## config.mk

```make
export PLATFORM = sky130hd
export DESIGN_NAME = serial_line_assembler
export DESIGN_NICKNAME = d
export VERILOG_FILES = /design/src/sla_pkg.sv /design/src/serial_line_assembler.sv /design/src/sla_ram.sv
export SDC_FILE = /design/constraint.sdc
export NUM_CORES = 1
export LEC_CHECK = 0
export BUFFER_PORTS_ARGS = -buffer_cell sky130_fd_sc_hd__clkbuf_2
export CAP_MARGIN = 20
export CORE_ASPECT_RATIO = 1.75
export CORE_MARGIN = 3
export CORE_UTILIZATION = 40
export DETAILED_ROUTE_END_ITERATION = 8
export SLEW_MARGIN = 10
export SYNTH_ARGS = -nofsm -noshare
export SYNTH_HDL_FRONTEND = slang
export SYNTH_SLANG_ARGS = --single-unit
```

## constraint.sdc

```tcl
create_clock -name clk -period 2.7 [get_ports clk]
set_input_delay 0.135 -clock clk [delete_from_list [all_inputs] [get_ports clk]]
set_output_delay 0.135 -clock clk [all_outputs]
set_load 0.03 [all_outputs]
```

## src/sla_pkg.sv

```systemverilog
// ----------------------------------------------------------------------------
// sla_pkg
// Constants and helpers shared by the serial line assembler files.
// ----------------------------------------------------------------------------
`default_nettype none

package sla_pkg;

  // Result kinds.
  localparam logic [1:0] KIND_CHAR     = 2'd0;
  localparam logic [1:0] KIND_EMPTY    = 2'd1;
  localparam logic [1:0] KIND_OVERFLOW = 2'd2;

  // Special characters.
  localparam logic [7:0] CHAR_CR  = 8'd13;
  localparam logic [7:0] CHAR_LF  = 8'd10;
  localparam logic [7:0] CHAR_SP  = 8'd32;
  localparam logic [7:0] CHAR_TAB = 8'd9;

  // Configuration register indexes and port widths.
  localparam int          CFG_IDX_W   = 2;
  localparam int          CFG_DATA_W  = 7;
  localparam logic [1:0]  REG_MAX_LEN = 2'd0;
  localparam logic [1:0]  REG_TRIM    = 2'd1;
  localparam logic [1:0]  REG_EMPTY   = 2'd2;

  typedef logic [1:0] kind_t;

  // True for a space or a tab.
  function automatic logic is_blank(input logic [7:0] c);
    return (c == CHAR_SP) || (c == CHAR_TAB);
  endfunction

endpackage

`default_nettype wire

```

## src/serial_line_assembler.sv

```systemverilog
// ----------------------------------------------------------------------------
// serial_line_assembler
// Builds text lines from received bytes and emits them one character per item.
// ----------------------------------------------------------------------------
// While a line is being assembled the block takes one byte per clock cycle:
// each byte kept for the line is written into the line RAM in the cycle it is
// accepted, and the first and last non-blank positions are tracked on the fly,
// so trimming needs no pass of its own. A line feed that ends a non-empty line
// starts a readout in which each emitted character goes through a registered
// RAM read and then the output register, and waits while the output is stalled;
// no input byte is taken during the readout. Overflow errors and empty line
// markers go straight into the output register, and a new byte is taken while
// such a result waits unless the output side is stalling. The line RAM needs
// no clearing after reset.
// ----------------------------------------------------------------------------
`default_nettype none

module serial_line_assembler #(
  parameter int LINE_DEPTH = 64
) (
  input  wire logic                             clk,
  input  wire logic                             rst,
  // Configuration write port.
  input  wire logic                             cfg_en,
  input  wire logic [sla_pkg::CFG_IDX_W-1:0]    cfg_index,
  input  wire logic [sla_pkg::CFG_DATA_W-1:0]   cfg_data,
  // Input channel.
  input  wire logic                             in_valid,
  output logic                                  in_stall,
  input  wire logic [7:0]                       rx_byte,
  // Output channel.
  output logic                                  out_valid,
  input  wire logic                             out_stall,
  output sla_pkg::kind_t                        kind,
  output logic [7:0]                            data_byte,
  output logic                                  last
);

  localparam int         AW        = $clog2(LINE_DEPTH);
  localparam int         CW        = $clog2(LINE_DEPTH + 1);
  localparam logic [6:0] DEPTH_LIM = 7'(LINE_DEPTH);

  localparam logic ST_IDLE = 1'b0;
  localparam logic ST_READ = 1'b1;

  // Configuration registers.
  logic [6:0] max_line_length;
  logic       trim_enable;
  logic       empty_enable;

  // Line state.
  logic          state;
  logic [CW-1:0] count;
  logic          discard;
  logic          have_nb;
  logic [AW-1:0] first_nb;
  logic [AW-1:0] last_nb;

  // Readout state.
  logic [AW-1:0] rd_ptr;
  logic [AW-1:0] rd_end;
  logic          pend;
  logic          pend_last;

  // Combinational control.
  logic          accept;
  logic          out_free;
  logic [6:0]    limit;
  logic          room;
  logic          is_cr;
  logic          is_lf;
  logic          store;
  logic          ovf;
  logic          lf_line;
  logic          lf_discard;
  logic          line_empty;
  logic [AW-1:0] line_first;
  logic [AW-1:0] line_last;
  logic          issue;
  logic          ld_empty;
  logic [7:0]    rd_data;

  // Handshake and classification of the incoming byte.
  always_comb begin
    in_stall   = (state == ST_READ) || (out_valid && out_stall);
    accept     = in_valid && !in_stall;
    out_free   = !out_valid || !out_stall;
    limit      = (max_line_length > DEPTH_LIM) ? DEPTH_LIM : max_line_length;
    room       = 7'(count) < limit;
    is_cr      = rx_byte == sla_pkg::CHAR_CR;
    is_lf      = rx_byte == sla_pkg::CHAR_LF;
    store      = accept && !is_cr && !is_lf && !discard && room;
    ovf        = accept && !is_cr && !is_lf && !discard && !room;
    lf_line    = accept && is_lf && !discard;
    lf_discard = accept && is_lf && discard;
  end

  // Range of the line to emit, trimmed or whole.
  always_comb begin
    if (trim_enable) begin
      line_empty = !have_nb;
      line_first = first_nb;
      line_last  = last_nb;
    end else begin
      line_empty = count == '0;
      line_first = '0;
      line_last  = AW'(count - CW'(1));
    end
    ld_empty = lf_line && line_empty && empty_enable;
    issue    = (state == ST_READ) && !pend && out_free;
  end

  // Line store.
  sla_ram #(
    .WIDTH (8),
    .DEPTH (LINE_DEPTH)
  ) u_line_ram (
    .clk     (clk),
    .wr_en   (store),
    .wr_addr (count[AW-1:0]),
    .wr_data (rx_byte),
    .rd_en   (issue),
    .rd_addr (rd_ptr),
    .rd_data (rd_data)
  );

  // Control state, configuration and output valid.
  always_ff @(posedge clk) begin
    if (rst) begin
      max_line_length <= 7'd64;
      trim_enable     <= 1'b1;
      empty_enable    <= 1'b0;
      state           <= ST_IDLE;
      count           <= '0;
      discard         <= 1'b0;
      have_nb         <= 1'b0;
      pend            <= 1'b0;
      out_valid       <= 1'b0;
    end else begin
      // Configuration writes; indexes beyond the list are ignored.
      if (cfg_en) begin
        case (cfg_index)
          sla_pkg::REG_MAX_LEN: max_line_length <= cfg_data;
          sla_pkg::REG_TRIM:    trim_enable     <= cfg_data[0];
          sla_pkg::REG_EMPTY:   empty_enable    <= cfg_data[0];
          default: ;
        endcase
      end

      // Assembling the line.
      if (store) begin
        count <= count + CW'(1);
        if (!sla_pkg::is_blank(rx_byte)) begin
          have_nb <= 1'b1;
        end
      end
      if (ovf || lf_line || lf_discard) begin
        count   <= '0;
        have_nb <= 1'b0;
      end
      if (ovf) begin
        discard <= 1'b1;
      end
      if (lf_discard) begin
        discard <= 1'b0;
      end
      if (lf_line && !line_empty) begin
        state <= ST_READ;
      end

      // Readout sequencing.
      if (issue) begin
        pend <= 1'b1;
      end
      if (pend) begin
        pend <= 1'b0;
        if (pend_last) begin
          state <= ST_IDLE;
        end
      end

      // Output register valid.
      if (ovf || ld_empty || pend) begin
        out_valid <= 1'b1;
      end else if (out_valid && !out_stall) begin
        out_valid <= 1'b0;
      end
    end
  end

  // Payload registers: line positions, read pointers and output fields.
  always_ff @(posedge clk) begin
    if (store && !sla_pkg::is_blank(rx_byte)) begin
      if (!have_nb) begin
        first_nb <= count[AW-1:0];
      end
      last_nb <= count[AW-1:0];
    end
    if (lf_line && !line_empty) begin
      rd_ptr <= line_first;
      rd_end <= line_last;
    end
    if (issue) begin
      rd_ptr    <= rd_ptr + AW'(1);
      pend_last <= rd_ptr == rd_end;
    end
    if (ovf) begin
      kind      <= sla_pkg::KIND_OVERFLOW;
      data_byte <= 8'd0;
      last      <= 1'b1;
    end else if (ld_empty) begin
      kind      <= sla_pkg::KIND_EMPTY;
      data_byte <= 8'd0;
      last      <= 1'b1;
    end else if (pend) begin
      kind      <= sla_pkg::KIND_CHAR;
      data_byte <= rd_data;
      last      <= pend_last;
    end
  end

endmodule

`default_nettype wire

```

## src/sla_ram.sv

```systemverilog
// ----------------------------------------------------------------------------
// sla_ram
// Generic single-write, single-read RAM with a registered read port.
// ----------------------------------------------------------------------------
`default_nettype none

module sla_ram #(
  parameter int WIDTH = 8,
  parameter int DEPTH = 64
) (
  input  wire logic                     clk,
  input  wire logic                     wr_en,
  input  wire logic [$clog2(DEPTH)-1:0] wr_addr,
  input  wire logic [WIDTH-1:0]         wr_data,
  input  wire logic                     rd_en,
  input  wire logic [$clog2(DEPTH)-1:0] rd_addr,
  output logic      [WIDTH-1:0]         rd_data
);

  logic [WIDTH-1:0] mem [DEPTH];

  // Write port.
  always_ff @(posedge clk) begin
    if (wr_en) begin
      mem[wr_addr] <= wr_data;
    end
  end

  // Registered read port; the data holds while no read is issued.
  always_ff @(posedge clk) begin
    if (rd_en) begin
      rd_data <= mem[rd_addr];
    end
  end

endmodule

`default_nettype wire

```

Yosys cells after proc, flatten, opt, wreduce, memory -nomap -nowiden
Memories as Yosys holds them, arrays and structs flattened. A register that Yosys moved wholly into a read port is not among the register bits.
Cells that the tools add are included.
- divide/modulo/power cells: 0
- bitwise logic cells: 2
- $mul: 0
- mux-type cells: 16
- eq/ne operators: 7
- shift-type cells: 0
- reduce and logical (&&, ||, !) cells: 49
- $add $sub $neg: 3
- magnitude comparators: 2
- operators by type and width (operator ; count):
    $eq A8 B4 Y1 const B ; 3
    $mux W6 ; 4
    $logic_and A1 B1 Y1 ; 17
    $logic_not A1 Y1 ; 11
    $reduce_and A2 Y1 ; 5
    $mux W1 ; 9
    $eq A8 B6 Y1 const B ; 1
    $reduce_or A2 Y1 ; 4
    $add A7 B1 Y7 const B ; 1
    $gt A7 B7 Y1 const B ; 1
    $logic_not A7 Y1 ; 1
    $logic_or A1 B1 Y1 ; 7
    $lt A7 B7 Y1 ; 1
    $mux W7 ; 1
    $add A6 B1 Y6 const B ; 1
    $eq A6 B6 Y1 ; 1
    $reduce_bool A2 Y1 ; 3
    $sub A6 B1 Y6 const B ; 1
    $mux W2 ; 2
    $eq A2 B1 Y1 const B ; 1
    $eq A2 B2 Y1 const B ; 1
    $logic_not A2 Y1 ; 1
    $not A1 Y1 ; 2
- output and inout port bits: 13
- input port bits: 22
- flip-flop bits (word level): 57
- ROM bits: 0
- memory bits (writable): 512
- memories: 1
- bits in latches: 0
- word-level logic and storage cells: 97
- memory list (memory ; words ; width ; read ports ; clocked after Yosys merged registers in ; write ports ; line ; text):
    u_line_ram.mem ; 64 ; 8 ; 1 ; 1 ; 1 ; sla_ram.sv:20 ; logic [WIDTH-1:0] mem [DEPTH];

Depth between registers and ports, before layout
- depth after elaboration: 11
- gate-level depth with buffers: 9
- gate-level depth less buffers: 8

Modules after synthesis
From an unflattened synthesis, not the netlist that was laid out.
- cell total of the unflattened synthesis: 1207
- area, all modules: 22982.0 um2
- by module, submodules not included (module ; seq. area each (um2) ; area each (um2) ; cells an instance ; instances):
    sla_ram ; 15615.0 ; 20246.9 ; 940 ; 1
    serial_line_assembler ; 1391.3 ; 2735.1 ; 267 ; 1

Least setup slack after synthesis
Ideal clock, no wire load.
- kind: flip-flop to flip-flop
- start: register max_line_length[6]
- end: memory u_line_ram.mem[58][0] (enable)
- period minus slack after synthesis: 2872 ps
- arrival time: 2477 ps
- buffers on the path: 1
- setup time: 395 ps
- stages on the path, launching flop included: 9
- setup slack: -172 ps
- required time: 2305 ps
- path through: dfxtp_1 inv_1 nand2_1 ha_1 a21o_1 a21o_1 a221o_1 buf_2 nor4_1
- word-level cells in the longest chain between the ends: 6
- ends and longest elaborated chain (element ; line ; text):
    start: declaration ; serial_line_assembler.sv:47 ; logic [6:0] max_line_length;
    start signal: assignment ; serial_line_assembler.sv:143 ; sla_pkg::REG_MAX_LEN: max_line_length <= cfg_data;
    $gt A7 B7 Y1 ; serial_line_assembler.sv:88 ; limit = (max_line_length > DEPTH_LIM) ? DEPTH_LIM : max_line_length;
    $mux W7 (*) ; serial_line_assembler.sv:88 ;
    $lt A7 B7 Y1 (*) ; serial_line_assembler.sv:89 ; room = 7'(count) < limit;
    $logic_and A1 B1 Y1 (*) ; serial_line_assembler.sv:92 ; store = accept && !is_cr && !is_lf && !discard && room;
    $mux W1 (*) ; sla_ram.sv:24 ; if (wr_en) begin
    $mux W1 (implied by the code) (*) ; sla_ram.sv:25 ; mem[wr_addr] <= wr_data;
    end: declaration ; sla_ram.sv:20 ;
Mark *: on every way between the ends. The rest lies on a longest branch, timed or not.

Final worst setup path
- start: register max_line_length[6]
- end: memory u_line_ram.mem[30][7] (enable)
Same word-level chain as after synthesis.

==> results_dict.tcl <==
set metrics [dict create \
    outcome "finished clean" \
    rsz0062_at_grt "yes" \
    synth_nets 1191 \
    post_drt_via_cell_ratio 5.36 \
    post_cts_buffers 0 \
    dr.pass1.iters 5 \
    layout-drive-gt1-share_pct 29.7 \
    die_w_um 186 \
    final_cell_mix "edfxtp_1, mux4_2, buf_4" \
    hold_viol 0 \
    synth-warning-count 0 \
    cts_tree "done" \
    cts_buffers 50 \
    start_kind "flop" \
    critPathMaxFanout 8 \
    vdd_drop_max_mv 0.547 \
    arrival_ns 2.85 \
    fin_util_pct 47.6 \
    rr_worst_depth 11 \
    crit_chain "inv_2 -> nand2_1 -> ha_1 -> a21o_1 -> a21o_1 -> a221oi_4 -> buf_2 -> nand4_1 -> buf_4 -> nor2_1 -> buf_4" \
    cp_slowest_cell "dfxtp_1" \
    gp_congestion 0.809 \
    post-dp-hpwl_mm 37.5 \
    htree_levels 2 \
    critPathMaxStageDelay_ns 0.32 \
    end_kind "flop" \
    start_util_pct 40.5 \
    routed_wirelength_mm 54.8 \
    pin_count 35 \
    r2r_end "u_line_ram.mem[30][7]" \
    syn_avg_cell_area_um2 19.7 \
    power.density_nw_per_um2 672 \
    synthToLayoutAreaGrowth_pct 17.4 \
    rows 115 \
    final_common_cell "edfxtp_1" \
    crit_start "max_line_length[6]" \
    drt_iter0_markers 989 \
    total_power_mw 18.0 \
    clock_latency_ns 0.59 \
    antenna_found_initial 2 \
    grt_use_total_pct 18.5 \
    worst_slew_pin_slew_ns 0.803 \
    grt.overflow.total 0 \
    min_from "rx_byte[4]" \
    grt_pass1_vias 12400 \
    slew_viol_final 0 \
    synth_edf_count 545 \
    synth-async-reset-ratio_pct 0 \
    reg2reg_slack_ns 0.12 \
    skew_ns 0.0271 \
    fin_crit_sh_pct 95.5 \
    pre_cts_ws_ns 0.0371 \
    required_ns 2.97 \
    synth-seq-cells 577 \
    rr_startpoint "max_line_length[6]" \
    fin_crit_ns 2.58 \
    grt_max_degree 66 \
    wl_per_cell_um 25.7 \
    placed_cell_area_um2 24800 \
    final-setup-viol-count 0 \
    die_y_um 322 \
    relSlewSlack_pct 46.5 \
    drc 0 \
    p_leak_nw 8.73 \
    seq_area_frac_synth_pct 74.6 \
    fin_ws_ns 0.122 \
    hold_path_class "input pin to flop" \
    cts_max_path_buffers 3 \
    root_buffer "clkbuf_16" \
    syn_area_um2 22800 \
    yosysUniqueCellTypes 57 \
    place.port_buffers 34 \
    routed-via-count 11400 \
    grt_first_pass_wirelength_mm 81.4 \
    hold_end "u_line_ram.mem[8][4]" \
    hold_depth 1 \
    design_area_um2 26800 \
    ys.flop_type "edfxtp_1" \
    antenna_left 0 \
    netlist_instances 1159 \
    cts.sinks 577 \
    fin_nets 1367 \
    cts.clk_slew.worst_paths_ns 0.07 \
    worst-setup-path-type "flop to flop" \
    maxCapViolCount 0 \
    core_area_um2 56300 \
    die_area_um2 60000 \
    fmax_ghz 0.388 \
]
-- metal layers --
| layer | global-route usage (%) | share of wire [%] |
|---|---|---|
| met2 | 36.2 | 56 |
| met4 | 8.27 | 5.1 |
| met5 | 0 | 0 |
| met3 | 1.99 | 3.7 |
| met1 | 19.9 | 35 |
-- report_power, final --
group          internal (mW)  switching (mW)
Clock                   4.39            3.10
Sequential              9.87          0.0452
Combinational          0.171           0.407
Total                   14.4            3.55
-- critical path: cells and delay by family (launching register included) --
kind / cells / cell delay, ns
flip-flops: 1 / 0.32
buffers and inverters: 4 / 0.72
AO/OA/AOI/OAI: 3 / 0.64
AND/OR/NAND/NOR: 3 / 0.30
adder cells (fa/ha/maj): 1 / 0.29
-- worst max path at each step --
stage                             to  slack, ns  depth (start not counted)
6_report       u_line_ram.mem[30][7]       0.12                         11
5_1_grt        u_line_ram.mem[29][0]     -0.005                         11
3_3_place_gp   u_line_ram.mem[17][2]       0.07                         11
2_1_floorplan  u_line_ram.mem[28][0]      -0.02                          9
3_5_place_dp   u_line_ram.mem[20][4]       0.04                         11
4_1_cts        u_line_ram.mem[29][0]       0.02                         11
-- cell families after synthesis --
family / count (synthesis) / synth area share, %
buf+inv: 75 / 1.53
flops: 577 / 74.6
compound gates: 102 / 3.08
mux: 176 / 15.2
fa+ha+maj: 10 / 0.549
simple gates: 204 / 4.46
xor+xnor: 15 / 0.576
-- registers in the layout, summed over array words and instances, names as in the netlist, 2 cells and up --
name	flops
u_line_ram.rd_data	8
first_nb	6
u_line_ram.mem	512
max_line_length	7
data_byte	8
rd_end	6
kind	2
count	7
last_nb	6
rd_ptr	6
-- through the flow --
step	hold WS, ns	cells	setup TNS [ns]
floorplan	0.213	1159	-3.04
global placement	0.374	2025	0
detailed placement	0.367	2025	0
CTS	0.0487	2134	0
global route	0.0350	2135	-0.0606
finish	0.0436	2136	0
-- cell usage after synthesis (4+ instances only) --
cell	instances	share of area, %
nand3b_1	15	0.49
inv_1	6	0.099
buf_4	6	0.20
a221oi_1	8	0.31
a22oi_1	17	0.56
ha_1	10	0.55
a21boi_1	7	0.23
nor2b_1	6	0.16
nand2_1	35	0.58
nand3_1	14	0.31
nand4_1	7	0.19
clkbuf_1	24	0.40
a21oi_1	20	0.44
mux2i_1	40	1.8
o31ai_1	5	0.16
xnor2_1	9	0.35
xor2_1	6	0.23
buf_2	24	0.53
o221ai_1	8	0.31
or4_1	5	0.16
buf_1	11	0.18
o21ai_1	6	0.13
edfxtp_1	545	72
nor2_2	8	0.22
nor2_1	85	1.4
nor3b_1	4	0.13
mux4_2	136	13
dfxtp_1	32	2.8
o21ai_0	17	0.37
-- final cells by class --
class                      instances  area, um2
fill                            4741      29500
sequential                       577      17000
multi-input combinational        507       5480
timing repair buffer             191       1580
clock buffer                      71       1440
tap                              760        951
clock inverter                    21        278
inverter                           8       30.0
antenna                            1       2.50
-- timing repair --
item | CTS | global route
hold buffers | 17 | 0
gates resized for setup | 0 | 26
setup endpoints to repair | 0 | 518
endpoints found under the hold margin | 14 | 0
Note: power is estimated with default switching activity, not from simulation.
